--- src/hdl/orcc_pkg.sv ---
// Shared types and constants for the online rank counter.
// Holds the item structs, opcodes and tree geometry; used by every hdl file.
package orcc_pkg;

  localparam int VALUE_BITS = 10;
  localparam int COUNT_BITS = 16;
  localparam int COST_BITS  = 30;
  localparam int TREE_BITS  = VALUE_BITS + 1;
  localparam int TREE_NODES = 1 << TREE_BITS;
  localparam int LEVEL_BITS = $clog2(VALUE_BITS);

  localparam logic [COST_BITS-1:0] COST_MODULUS = COST_BITS'(1000000007);

  localparam logic OP_CLEAR  = 1'b0;
  localparam logic OP_INSERT = 1'b1;

  typedef struct packed {
    logic                  op;
    logic [VALUE_BITS-1:0] value;
  } in_t;

  typedef struct packed {
    logic [COUNT_BITS-1:0] less_count;
    logic [COUNT_BITS-1:0] greater_count;
    logic [COST_BITS-1:0]  total_cost;
  } out_t;

  typedef struct packed {
    logic                 rd_en;
    logic [TREE_BITS-1:0] rd_addr_a;
    logic [TREE_BITS-1:0] rd_addr_b;
    logic                 wr_en;
    logic [TREE_BITS-1:0] wr_addr;
    logic [COUNT_BITS-1:0] wr_data;
  } mem_req_t;

endpackage

--- src/hdl/orcc_sat_add.sv ---
// Shared saturating adder used for both sibling sums and counter increments.
// Depends on orcc_pkg for the counter width.
module orcc_sat_add (
  input  logic [orcc_pkg::COUNT_BITS-1:0] a_i,
  input  logic [orcc_pkg::COUNT_BITS-1:0] b_i,
  output logic [orcc_pkg::COUNT_BITS-1:0] y_o
);

  logic [orcc_pkg::COUNT_BITS:0] sum;

  assign sum = {1'b0, a_i} + {1'b0, b_i};
  assign y_o = sum[orcc_pkg::COUNT_BITS] ? '1 : sum[orcc_pkg::COUNT_BITS-1:0];

endmodule

--- config.mk ---
export PLATFORM = sky130hd
export DESIGN_NAME = orcc_sat_add
export DESIGN_NICKNAME = d
export VERILOG_FILES = /design/src/hdl/orcc_pkg.sv /design/src/hdl/orcc_sat_add.sv
export SDC_FILE = /design/constraint.sdc
export NUM_CORES = 1
export LEC_CHECK = 0
export BUFFER_PORTS_ARGS = -buffer_cell sky130_fd_sc_hd__buf_4
export CAP_MARGIN = 20
export CORE_MARGIN = 1
export CORE_UTILIZATION = 42
export DETAILED_ROUTE_END_ITERATION = 16
export PLACE_DENSITY = 0.76
export SETUP_SLACK_MARGIN = 0.2
export SYNTH_ARGS = -nofsm -noshare
export SYNTH_HDL_FRONTEND = slang
export SYNTH_SLANG_ARGS = --single-unit
export TNS_END_PERCENT = 50
--- constraint.sdc ---
create_clock -name vclk -period 2
set_input_delay 0.1 -clock vclk [all_inputs]
set_output_delay 0.1 -clock vclk [all_outputs]
set_load 0.01 [all_outputs]
==> results.md <==
* Status: complete, but fails checks
* Violated checks: setup timing
* Post-DP HPWL at about 2 mm
* Hold Startpoint: a_i[0]
* Vias in the first global route at 1000
* Largest cells by area after synthesis: ha_1 (24%), nand2_2 (7.5%), xnor2_1 (6.3%)
* Synth Cell Area at about 830 µm²
* Width of the die at between 40 and 50 µm
* Fraction of layout cells with a size suffix above 1 at 0.560
* Worst Hold Depth at 4
* DR iter-0 viols at 13
* Finish-stage setup viols at 15
* Synth Net Count at between 150 and 200
* Final Cell Area at approximately 1500 µm²
* Fillcell total at roughly 120
* Sequential cell area at 0 µm²
* Cell Int Power at around 0.33 mW
* Kind of cell adding the most delay to the critical path: compound AO/OA/AOI/OAI gates
* Number of warnings issued by yosys at 0
* WP data arrival at slightly below 2 ns
* Fraction of the mapped netlist area in compound gates at 0.387
* VDD IR-drop max at around 0.00025 V
* Net switching power at around 0.27 mW
* Initial Utilization at 0.462
* Mux contribution to synthesized area at 0
* Switch share at 0.453
* CP max stage cell: fa_2
* Leakage at roughly 0.73 nW
* Largest net degree at the start of global routing at 7
* Post-Place Worst Slack at -0.158 ns
* Routed WL per cell at 12.9 µm
* Hold Vio Cnt, Final at 0
* Die height at ~47 µm
* Max_slew headroom at 0.763
* Remaining Overflow, GRT at 0
* DP Area at ~1300 µm²
* Die area at between 2000 and 2500 µm²
* Rows at 15
* Hold crit path type: primary input to output pin
* Final-report max-slew violation count at 0
* Netlist cell types at 36
* Setup ws final at -0.0349 ns
* Clk pwr share at 0
* Fmax at just under 500 MHz
* Antenna violations before repair at 0
* Critical path class: primary input to output pin
* RSZ-0062 raised after global routing: yes
* Simple-gate share of the synthesized area at 0.210
* Final antenna-violating net count at 0
* Ports at 48
* Largest family of logic cells by synthesized area: compound AO/OA/AOI/OAI gates
* WP data required at between 1.5 and 2 ns
* CP most frequent cell: buf_6
* Register area share after synthesis at 0
* # DRC at 0
* Vias/cell at ~5.3
* WL final at around 2.5 mm
* CLK BUF at 0
* Tot Pwr at 0.597 mW
* Mapped Cells at a little over 100
* Placer's final routability congestion estimate at just over 0.8
* Min-Delay Endpoint: y_o[0]
* Layout area overhead at 79.3%
* First-pass GRT wire length at just over 4 mm
* CP Buf/Inv Count at 3
* Part of the power in registers at 0
* Post-Synth XOR/XNOR Area at 0.116
* Max-Cap Viols at 0
* FF+latch count at 0
* Core Footprint at about 1800 µm²
* # diodes at 0
* Crit path time final at a little over 2 ns
* Startpoint types: primary input
* Cell breakdown of the critical path: buf_6 -> ha_4 -> fa_2 -> a211oi_4 -> o21ai_2 -> o2111ai_4 -> a31oi_4 -> a21oi_4 -> buf_6 -> nand2b_1 -> buf_4
* CP Capture Type: output pin
* Largest stage delay on the critical path at about 0.37 ns
* Via Count at ~1000
* Cell area power density at between 300 and 400 nW/µm²
* Avg Cell Area, Syn at 8.17 µm²
* Footprint of the multi-input gates at 911 µm²
* Logic pwr share at 1.000
* Global Route Usage Sum at 0.250
* Post-Route Utilization at 0.829
* Synth Area in Adders at 0.264
* Post-route clock period utilization at 1.02
* Synth area leader: ha_1
* Critical Path Fanout Max at 6
* Slew at the pin with the worst max-slew slack at approximately 0.35 ns
* IO Port Bufs at 48
* Post-synth top area share at 0.240
* Worst Hold Slack at 0.579 ns
* Post-layout net count at 217
* DR pass1 iterations at 3
how the worst max path moves through the flow:
stage | startpoint | end | slack [ns] | depth (start not counted)
after global placement | a_i[0] | y_o[11] | -0.12 | 11
after global routing | b_i[0] | y_o[0] | -0.10 | 11
final | b_i[0] | y_o[0] | -0.03 | 11
after detailed placement | a_i[0] | y_o[14] | -0.16 | 10
after floorplan | a_i[0] | y_o[14] | 0.23 | 8
after CTS | b_i[0] | y_o[0] | -0.08 | 11
repair_timing:
action	4_1_cts	5_1_grt
resized for setup	21	6
hold buffers	0	0
setup endpoints to repair	16	16
buffers inserted	3	0
pin swaps	6	4
endpoints found under the hold margin	0	0
cell type report:
type / instances / share of cell area
multi-input cells: 100 / 0.610
inverters: 1 / 0.00251
well taps: 25 / 0.0209
repair buffers: 65 / 0.367
layer usage:
| metal | vias to the layer above | track usage | share of wire |
|---|---|---|---|
| met3 | 2 | 0.0235 | 0.043 |
| met1 | 462 | 0.296 | 0.41 |
| met2 | 31 | 0.486 | 0.55 |
| li1 | 516 | - | - |
| met5 | - | 0 | 0 |
| met4 | 0 | 0.0235 | 0.0065 |
cells in the final DEF, fill, tap and decap left out, types with 4 or more instances in the layout:
cell     count
buf_6       16
a21oi_1      6
nand2_2     11
xnor2_1      6
nand2_1      4
nor2_1       4
o21a_1       4
xor2_1       5
a21o_1       5
o21ai_0      6
buf_4       49
ha_1        15
cells in the mapped netlist, types with 2 or more instances:
cell type and count:
ha_1 16, nand2_2 10, a21oi_1 7, o21ai_0 7, xnor2_1 6, a21o_1 5, nand2_1 5, xor2_1 5
nor2_1 4, o21a_1 4, nand2b_1 3, a211oi_1 2, a21boi_0 2, a31oi_1 2, and2_1 2, and3_1 2
kinds of logic after synthesis:
group,Yosys count
AO/OA/AOI/OAI,41
XOR/XNOR,11
adder cells (fa/ha/maj),17
buffers and inverters,2
AND/OR/NAND/NOR,31
through the flow:
stage | setup TNS [ns] | instances
final | -0.263 | 191
after floorplan | 0 | 102
after global placement | -1.28 | 188
after CTS | -1.06 | 191
after global routing | -1.43 | 191
after detailed placement | -1.34 | 188
power by group through the flow:
| stage | Combinational, mW | Clock, mW | Sequential, mW |
|---|---|---|---|
| 2_1_floorplan | 0.300 | 0 | 0 |
| 3_3_place_gp | 0.503 | 0 | 0 |
| 3_5_place_dp | 0.512 | 0 | 0 |
| 4_1_cts | 0.579 | 0 | 0 |
| 5_1_grt | 0.650 | 0 | 0 |
| 6_report | 0.597 | 0 | 0 |
No activity file was read; power rests on OpenSTA's default activity.
