## config.mk

```make
export PLATFORM = sky130hd
export DESIGN_NAME = orcc_ctrl
export DESIGN_NICKNAME = d
export VERILOG_FILES = /design/src/hdl/orcc_pkg.sv /design/src/hdl/orcc_ctrl.sv
export SDC_FILE = /design/constraint.sdc
export NUM_CORES = 1
export LEC_CHECK = 0
export BUFFER_PORTS_ARGS = -buffer_cell sky130_fd_sc_hd__buf_2
export CORE_MARGIN = 3
export CORE_UTILIZATION = 50
export DETAILED_ROUTE_END_ITERATION = 8
export PLACE_DENSITY_LB_ADDON = 0.2
export SLEW_MARGIN = 20
export SYNTH_ARGS = -nofsm -noshare
export SYNTH_HDL_FRONTEND = slang
export SYNTH_SLANG_ARGS = --single-unit
```

## constraint.sdc

```tcl
create_clock -name clk_i -period 6.5 [get_ports clk_i]
set_input_delay 1.3 -clock clk_i [delete_from_list [all_inputs] [get_ports clk_i]]
set_output_delay 1.3 -clock clk_i [all_outputs]
set_load 0.03 [all_outputs]
```

## src/hdl/orcc_pkg.sv

```systemverilog
// Shared types and constants for the online rank counter.
// Holds the item structs, opcodes and tree geometry; used by every hdl file.
package orcc_pkg;

  localparam int VALUE_BITS = 10;
  localparam int COUNT_BITS = 16;
  localparam int COST_BITS  = 30;
  localparam int TREE_BITS  = VALUE_BITS + 1;
  localparam int TREE_NODES = 1 << TREE_BITS;
  localparam int LEVEL_BITS = $clog2(VALUE_BITS);

  localparam logic [COST_BITS-1:0] COST_MODULUS = COST_BITS'(1000000007);

  localparam logic OP_CLEAR  = 1'b0;
  localparam logic OP_INSERT = 1'b1;

  typedef struct packed {
    logic                  op;
    logic [VALUE_BITS-1:0] value;
  } in_t;

  typedef struct packed {
    logic [COUNT_BITS-1:0] less_count;
    logic [COUNT_BITS-1:0] greater_count;
    logic [COST_BITS-1:0]  total_cost;
  } out_t;

  typedef struct packed {
    logic                 rd_en;
    logic [TREE_BITS-1:0] rd_addr_a;
    logic [TREE_BITS-1:0] rd_addr_b;
    logic                 wr_en;
    logic [TREE_BITS-1:0] wr_addr;
    logic [COUNT_BITS-1:0] wr_data;
  } mem_req_t;

endpackage

```

## src/hdl/orcc_ctrl.sv

```systemverilog
// Sequencer for the rank counter: clearing sweep, tree walk and cost update.
// Depends on orcc_pkg; drives the tree memory and the shared adder.
module orcc_ctrl (
  input  logic                            clk_i,
  input  logic                            rst_ni,
  input  logic                            in_valid_i,
  input  orcc_pkg::in_t                   in_data_i,
  output logic                            in_stall_o,
  input  logic                            out_free_i,
  output logic                            res_valid_o,
  output orcc_pkg::out_t                  res_data_o,
  output orcc_pkg::mem_req_t              mem_req_o,
  input  logic [orcc_pkg::COUNT_BITS-1:0] rd_data_a_i,
  input  logic [orcc_pkg::COUNT_BITS-1:0] rd_data_b_i,
  output logic [orcc_pkg::COUNT_BITS-1:0] add_a_o,
  output logic [orcc_pkg::COUNT_BITS-1:0] add_b_o,
  input  logic [orcc_pkg::COUNT_BITS-1:0] add_y_i
);

  localparam int VB = orcc_pkg::VALUE_BITS;
  localparam int CB = orcc_pkg::COUNT_BITS;
  localparam int TB = orcc_pkg::TREE_BITS;
  localparam int LB = orcc_pkg::LEVEL_BITS;
  localparam int SB = orcc_pkg::COST_BITS;

  typedef enum logic [2:0] {
    ST_CLEAR,
    ST_IDLE,
    ST_RD,
    ST_ACC,
    ST_INC,
    ST_MOD,
    ST_DONE
  } state_e;

  state_e          state_q;
  logic [TB-1:0]   clr_cnt_q;
  logic            clr_res_q;
  logic [VB-1:0]   val_q;
  logic [LB-1:0]   level_q;
  logic [VB-1:0]   node_q;
  logic [CB-1:0]   less_q;
  logic [CB-1:0]   greater_q;
  logic [SB-1:0]   total_q;

  logic            cur_bit;
  logic            next_bit;
  logic [LB-1:0]   level_m1;
  logic [TB-1:0]   path_addr;
  logic [TB-1:0]   sib_addr;
  logic [CB-1:0]   smaller;
  logic [SB:0]     cost_sum;
  logic [SB-1:0]   total_next;

  assign cur_bit   = val_q[level_q];
  assign level_m1  = level_q - LB'(1);
  assign next_bit  = val_q[level_m1];
  // Children of node k are 2k and 2k+1, so the value bit picks the path child.
  assign path_addr = {node_q, cur_bit};
  assign sib_addr  = {node_q, ~cur_bit};

  assign smaller    = (less_q < greater_q) ? less_q : greater_q;
  assign cost_sum   = {1'b0, total_q} + (SB + 1)'(smaller);
  // The total stays below the modulus and the addend is small, so one subtract suffices.
  assign total_next = (cost_sum >= {1'b0, orcc_pkg::COST_MODULUS})
                    ? SB'(cost_sum - {1'b0, orcc_pkg::COST_MODULUS})
                    : cost_sum[SB-1:0];

  always_comb begin
    mem_req_o = '0;
    add_a_o   = '0;
    add_b_o   = '0;
    case (state_q)
      ST_CLEAR: begin
        mem_req_o.wr_en   = 1'b1;
        mem_req_o.wr_addr = clr_cnt_q;
        mem_req_o.wr_data = '0;
      end
      ST_RD: begin
        mem_req_o.rd_en     = 1'b1;
        mem_req_o.rd_addr_a = sib_addr;
        mem_req_o.rd_addr_b = path_addr;
      end
      ST_ACC: begin
        add_a_o = cur_bit ? less_q : greater_q;
        add_b_o = rd_data_a_i;
      end
      ST_INC: begin
        add_a_o           = rd_data_b_i;
        add_b_o           = CB'(1);
        mem_req_o.wr_en   = 1'b1;
        mem_req_o.wr_addr = path_addr;
        mem_req_o.wr_data = add_y_i;
        // Fetch the next level's pair while this level's counter is written back.
        if (level_q != '0) begin
          mem_req_o.rd_en     = 1'b1;
          mem_req_o.rd_addr_a = {path_addr[VB-1:0], ~next_bit};
          mem_req_o.rd_addr_b = {path_addr[VB-1:0], next_bit};
        end
      end
      default: begin
        mem_req_o = '0;
      end
    endcase
  end

  assign in_stall_o  = (state_q != ST_IDLE);
  assign res_valid_o = (state_q == ST_DONE) && out_free_i;
  assign res_data_o  = '{less_count: less_q, greater_count: greater_q, total_cost: total_q};

  always_ff @(posedge clk_i or negedge rst_ni) begin
    if (!rst_ni) begin
      state_q   <= ST_CLEAR;
      clr_cnt_q <= '0;
      clr_res_q <= 1'b0;
      val_q     <= '0;
      level_q   <= '0;
      node_q    <= '0;
      less_q    <= '0;
      greater_q <= '0;
      total_q   <= '0;
    end else begin
      case (state_q)
        ST_CLEAR: begin
          clr_cnt_q <= clr_cnt_q + TB'(1);
          if (&clr_cnt_q) begin
            clr_res_q <= 1'b0;
            state_q   <= clr_res_q ? ST_DONE : ST_IDLE;
          end
        end
        ST_IDLE: begin
          if (in_valid_i) begin
            less_q    <= '0;
            greater_q <= '0;
            if (in_data_i.op == orcc_pkg::OP_INSERT) begin
              val_q   <= in_data_i.value;
              level_q <= LB'(VB - 1);
              node_q  <= VB'(1);
              state_q <= ST_RD;
            end else begin
              total_q   <= '0;
              clr_cnt_q <= '0;
              clr_res_q <= 1'b1;
              state_q   <= ST_CLEAR;
            end
          end
        end
        ST_RD: begin
          state_q <= ST_ACC;
        end
        ST_ACC: begin
          if (cur_bit) begin
            less_q <= add_y_i;
          end else begin
            greater_q <= add_y_i;
          end
          state_q <= ST_INC;
        end
        ST_INC: begin
          if (level_q == '0) begin
            state_q <= ST_MOD;
          end else begin
            level_q <= level_m1;
            node_q  <= path_addr[VB-1:0];
            state_q <= ST_ACC;
          end
        end
        ST_MOD: begin
          total_q <= total_next;
          state_q <= ST_DONE;
        end
        ST_DONE: begin
          if (out_free_i) begin
            state_q <= ST_IDLE;
          end
        end
        default: begin
          state_q <= ST_CLEAR;
        end
      endcase
    end
  end

`ifndef SYNTHESIS
  a_no_rw_overlap: assert property (@(posedge clk_i) disable iff (!rst_ni)
    (mem_req_o.wr_en && mem_req_o.rd_en) |->
      (mem_req_o.wr_addr != mem_req_o.rd_addr_a && mem_req_o.wr_addr != mem_req_o.rd_addr_b))
    else $error("tree write collides with a read of the same node");

  a_total_reduced: assert property (@(posedge clk_i) disable iff (!rst_ni)
    (state_q == ST_DONE) |-> (total_q < orcc_pkg::COST_MODULUS))
    else $error("running total not reduced below the modulus");

  a_level_range: assert property (@(posedge clk_i) disable iff (!rst_ni)
    (state_q == ST_ACC || state_q == ST_INC) |-> (int'(level_q) < VB))
    else $error("tree walk level out of range");

  a_mod_after_walk: assert property (@(posedge clk_i) disable iff (!rst_ni)
    (state_q == ST_MOD) |-> ($past(state_q) == ST_INC && $past(level_q) == '0))
    else $error("cost update reached before the walk finished");
`endif

endmodule

```

==> qor.yml <==
status: "finished, final reports clean"
ys_seq_area_share_pct: 28.2
max_freq_mhz: 159
rsz0062_at_grt: "yes"
startpoint_type: "flop"
io_pins: 210
grt_start_max_net_pins: 62
vdd_drop_max_v: 0.000283
p_leak_nw: 5.01
power_mw: 5.35
core_area_sq_um: 17400
cts_buffers: 9
grt_use_total_pct: 28.7
fin_crit_sh_pct: 96.7
rows: 48
grt_pass1_wl_um: 46600
critPathMostFrequentCell: "a21o_1"
antenna_found_initial: 0
stdcell_count: 1578
end_kind: "flop"
yosysTopAreaCellShare_pct: 28.2
maxSlewHeadroom_pct: 32.4
post-route-util_pct: 61.6
initial_core_util_pct: 51.5
grt_use_met2_pct: 44.0
yosys.cell_types.count: 80
fill_cells: 1614
syn_inst: 1179
wl_per_cell_um: 18.7
drive_gt1_share_pct: 25.1
syn_avg_cell_area_sq_um: 7.61
vias_per_cell: 6.20
cts.sinks: 101
finalClockSkew_ns: 0.0107
multiInputGateArea_sq_um: 6070
ys.flop_type: "dfrtp_1"
clkSlewWorstSetupHoldPaths_ns: 0.07
die_h_um: 140
max_cap_viol_count: 0
drtPass1Iterations: 5
hp-class: "flop to flop"
yosys.area.top_type: "dfrtp_1"
fin_tns_setup_ns: 0
cpMaxStageDelayCell: "dfrtp_1"
insertion_delay_ns: 0.37
synthTopCellsByArea: "dfrtp_1, o21ai_0, nand2_1"
setup_viol: 0
die_area_sq_um: 19600
fin_nets: 1446
syn_nets: 1277
regArea_sq_um: 2530
critPathKind: "flop to flop"
fp.dieW_um: 140
p_per_area_nw_per_um2: 498
dp_hpwl_um: 21400
cts_buffer_depth: 2
crit_fanout: 27
synth_most_common_cell: "nand2_1"
place.gp.congestion: 0.999
final.min_clock_period_ns: 6.28
dp.cells: 1561
cts_tree: "done"
drtIter0Drc: 871
antenna_left: 0
top_usage_layer: "met2"
cts_root_buf: "clkbuf_16"
cpPeakStageDelay_ns: 0.44
synth_edf_count: 0
synth_commonest_cells: "nand2_1, o21ai_0, dfrtp_1"
postSynth.asyncResetShare_pct: 100
grt_pass1_vias: 8906
syn_to_final_growth_pct: 19.5
netlist_area_sq_um: 8970
critical_path_arrival_ns: 6.53
grtUsageMet3_pct: 5.02
drc: 0
place_ws_ns: 0.176
ys_ff_latch: 101
final_hold_viol_count: 0
critical_path_required_ns: 6.75
io_buffers: 209
met1_usage_pct: 41.3
grt_overflow: 0
worstMarginPinSlew_ns: 1.01
yosys_warnings: 0
fin_ws_ns: 0.218
cts-htree-levels: 3
routed_wl_um: 29500
num_antenna_cells: 0
vias: 9779
finalMaxSlewViolations: 0
repair_timing:
action / in CTS / in global routing
hold buffers: 0 / 0
setup buffers: 0 / 1
endpoints found under the setup margin: 0 / 29
resized for setup: 0 / 31
sequential cells by signal, summed over array words and instances, names as in the netlist:
signal / flops
clr_cnt_q: 11
level_q: 4
clr_res_q: 1
less_q: 16
val_q: 10
node_q: 10
state_q: 3
total_q: 30
greater_q: 16
layout by cell type, fill, tap and decap left out, types with 9 or more instances in the layout:
cell,instances
a211oi_1,11
a21o_1,22
a21oi_1,49
a22o_1,22
a31oi_1,22
and2_1,22
and3_1,33
buf_2,208
buf_4,41
clkbuf_16,9
dfrtp_1,101
ha_1,27
inv_1,30
mux2_2,13
mux2i_1,15
nand2_1,168
nand2b_1,9
nand3_1,69
nand4_1,37
nor2_1,68
nor3_1,18
nor3b_1,17
o211ai_1,17
o21ai_0,128
or2_2,9
or3_1,13
xnor2_1,19
xor2_1,13
layout make-up:
class | instances | share of cell area [%]
Sequential cell | 101 | 23.6
Timing Repair Buffer | 251 | 12.9
Clock buffer | 10 | 2.23
Multi-Input combinational cell | 955 | 56.6
Clock inverter | 6 | 0.968
Inverter | 30 | 1.05
Tap cell | 225 | 2.62
final timing paths:
path / end / startpoint / slack (ns) / cells after the start
worst min register to register: val_q[2]$_DFFE_PN0P_ / val_q[2]$_DFFE_PN0P_ / 0.53 / 1
max in group asynchronous: val_q[1]$_DFFE_PN0P_ / rst_ni / 4.41 / 2
worst max register to register: total_q[22]$_DFFE_PN0P_ / less_q[1]$_DFFE_PN0P_ / 0.22 / 26
min in group asynchronous: total_q[12]$_DFFE_PN0P_ / rst_ni / 1.03 / 1
worst min-delay path: val_q[2]$_DFFE_PN0P_ / val_q[2]$_DFFE_PN0P_ / 0.53 / 1
worst max-delay path: total_q[22]$_DFFE_PN0P_ / less_q[1]$_DFFE_PN0P_ / 0.22 / 26
worst max-delay path: cells and delay by family (launching register included):
family	cells	cell delay, ns
fa+ha+maj	2	0.68
mux	1	0.25
flops	1	0.44
compound gates	15	3.07
simple gates	5	1.12
buf+inv	3	0.58
per-layer routing:
metal | wire length (um) | part of all wire [%]
met2 | 13500 | 46
met4 | 600 | 2.0
met1 | 12900 | 44
met5 | 0 | 0
met3 | 2470 | 8.4
logic make-up after synthesis:
group	count (synthesis)	synth area share [%]
compound gates	352	25.3
simple gates	504	28.3
flops	101	28.2
xor+xnor	32	3.12
buf+inv	123	5.83
mux	32	4.31
fa+ha+maj	35	4.96
where the power goes:
group          internal [mW]  total, mW  switching, mW
registers              0.827       1.15          0.322
clock network          0.356      0.628          0.272
logic                   1.27       3.57           2.30
per-stage QoR:
step	cell area, sq um	hold slack, ns
floorplan	8970	0.478
global placement	10200	0.506
detailed placement	10200	0.514
CTS	10600	0.529
global route	10700	0.552
finish	10700	0.531
(Power assumes the default switching activity.)
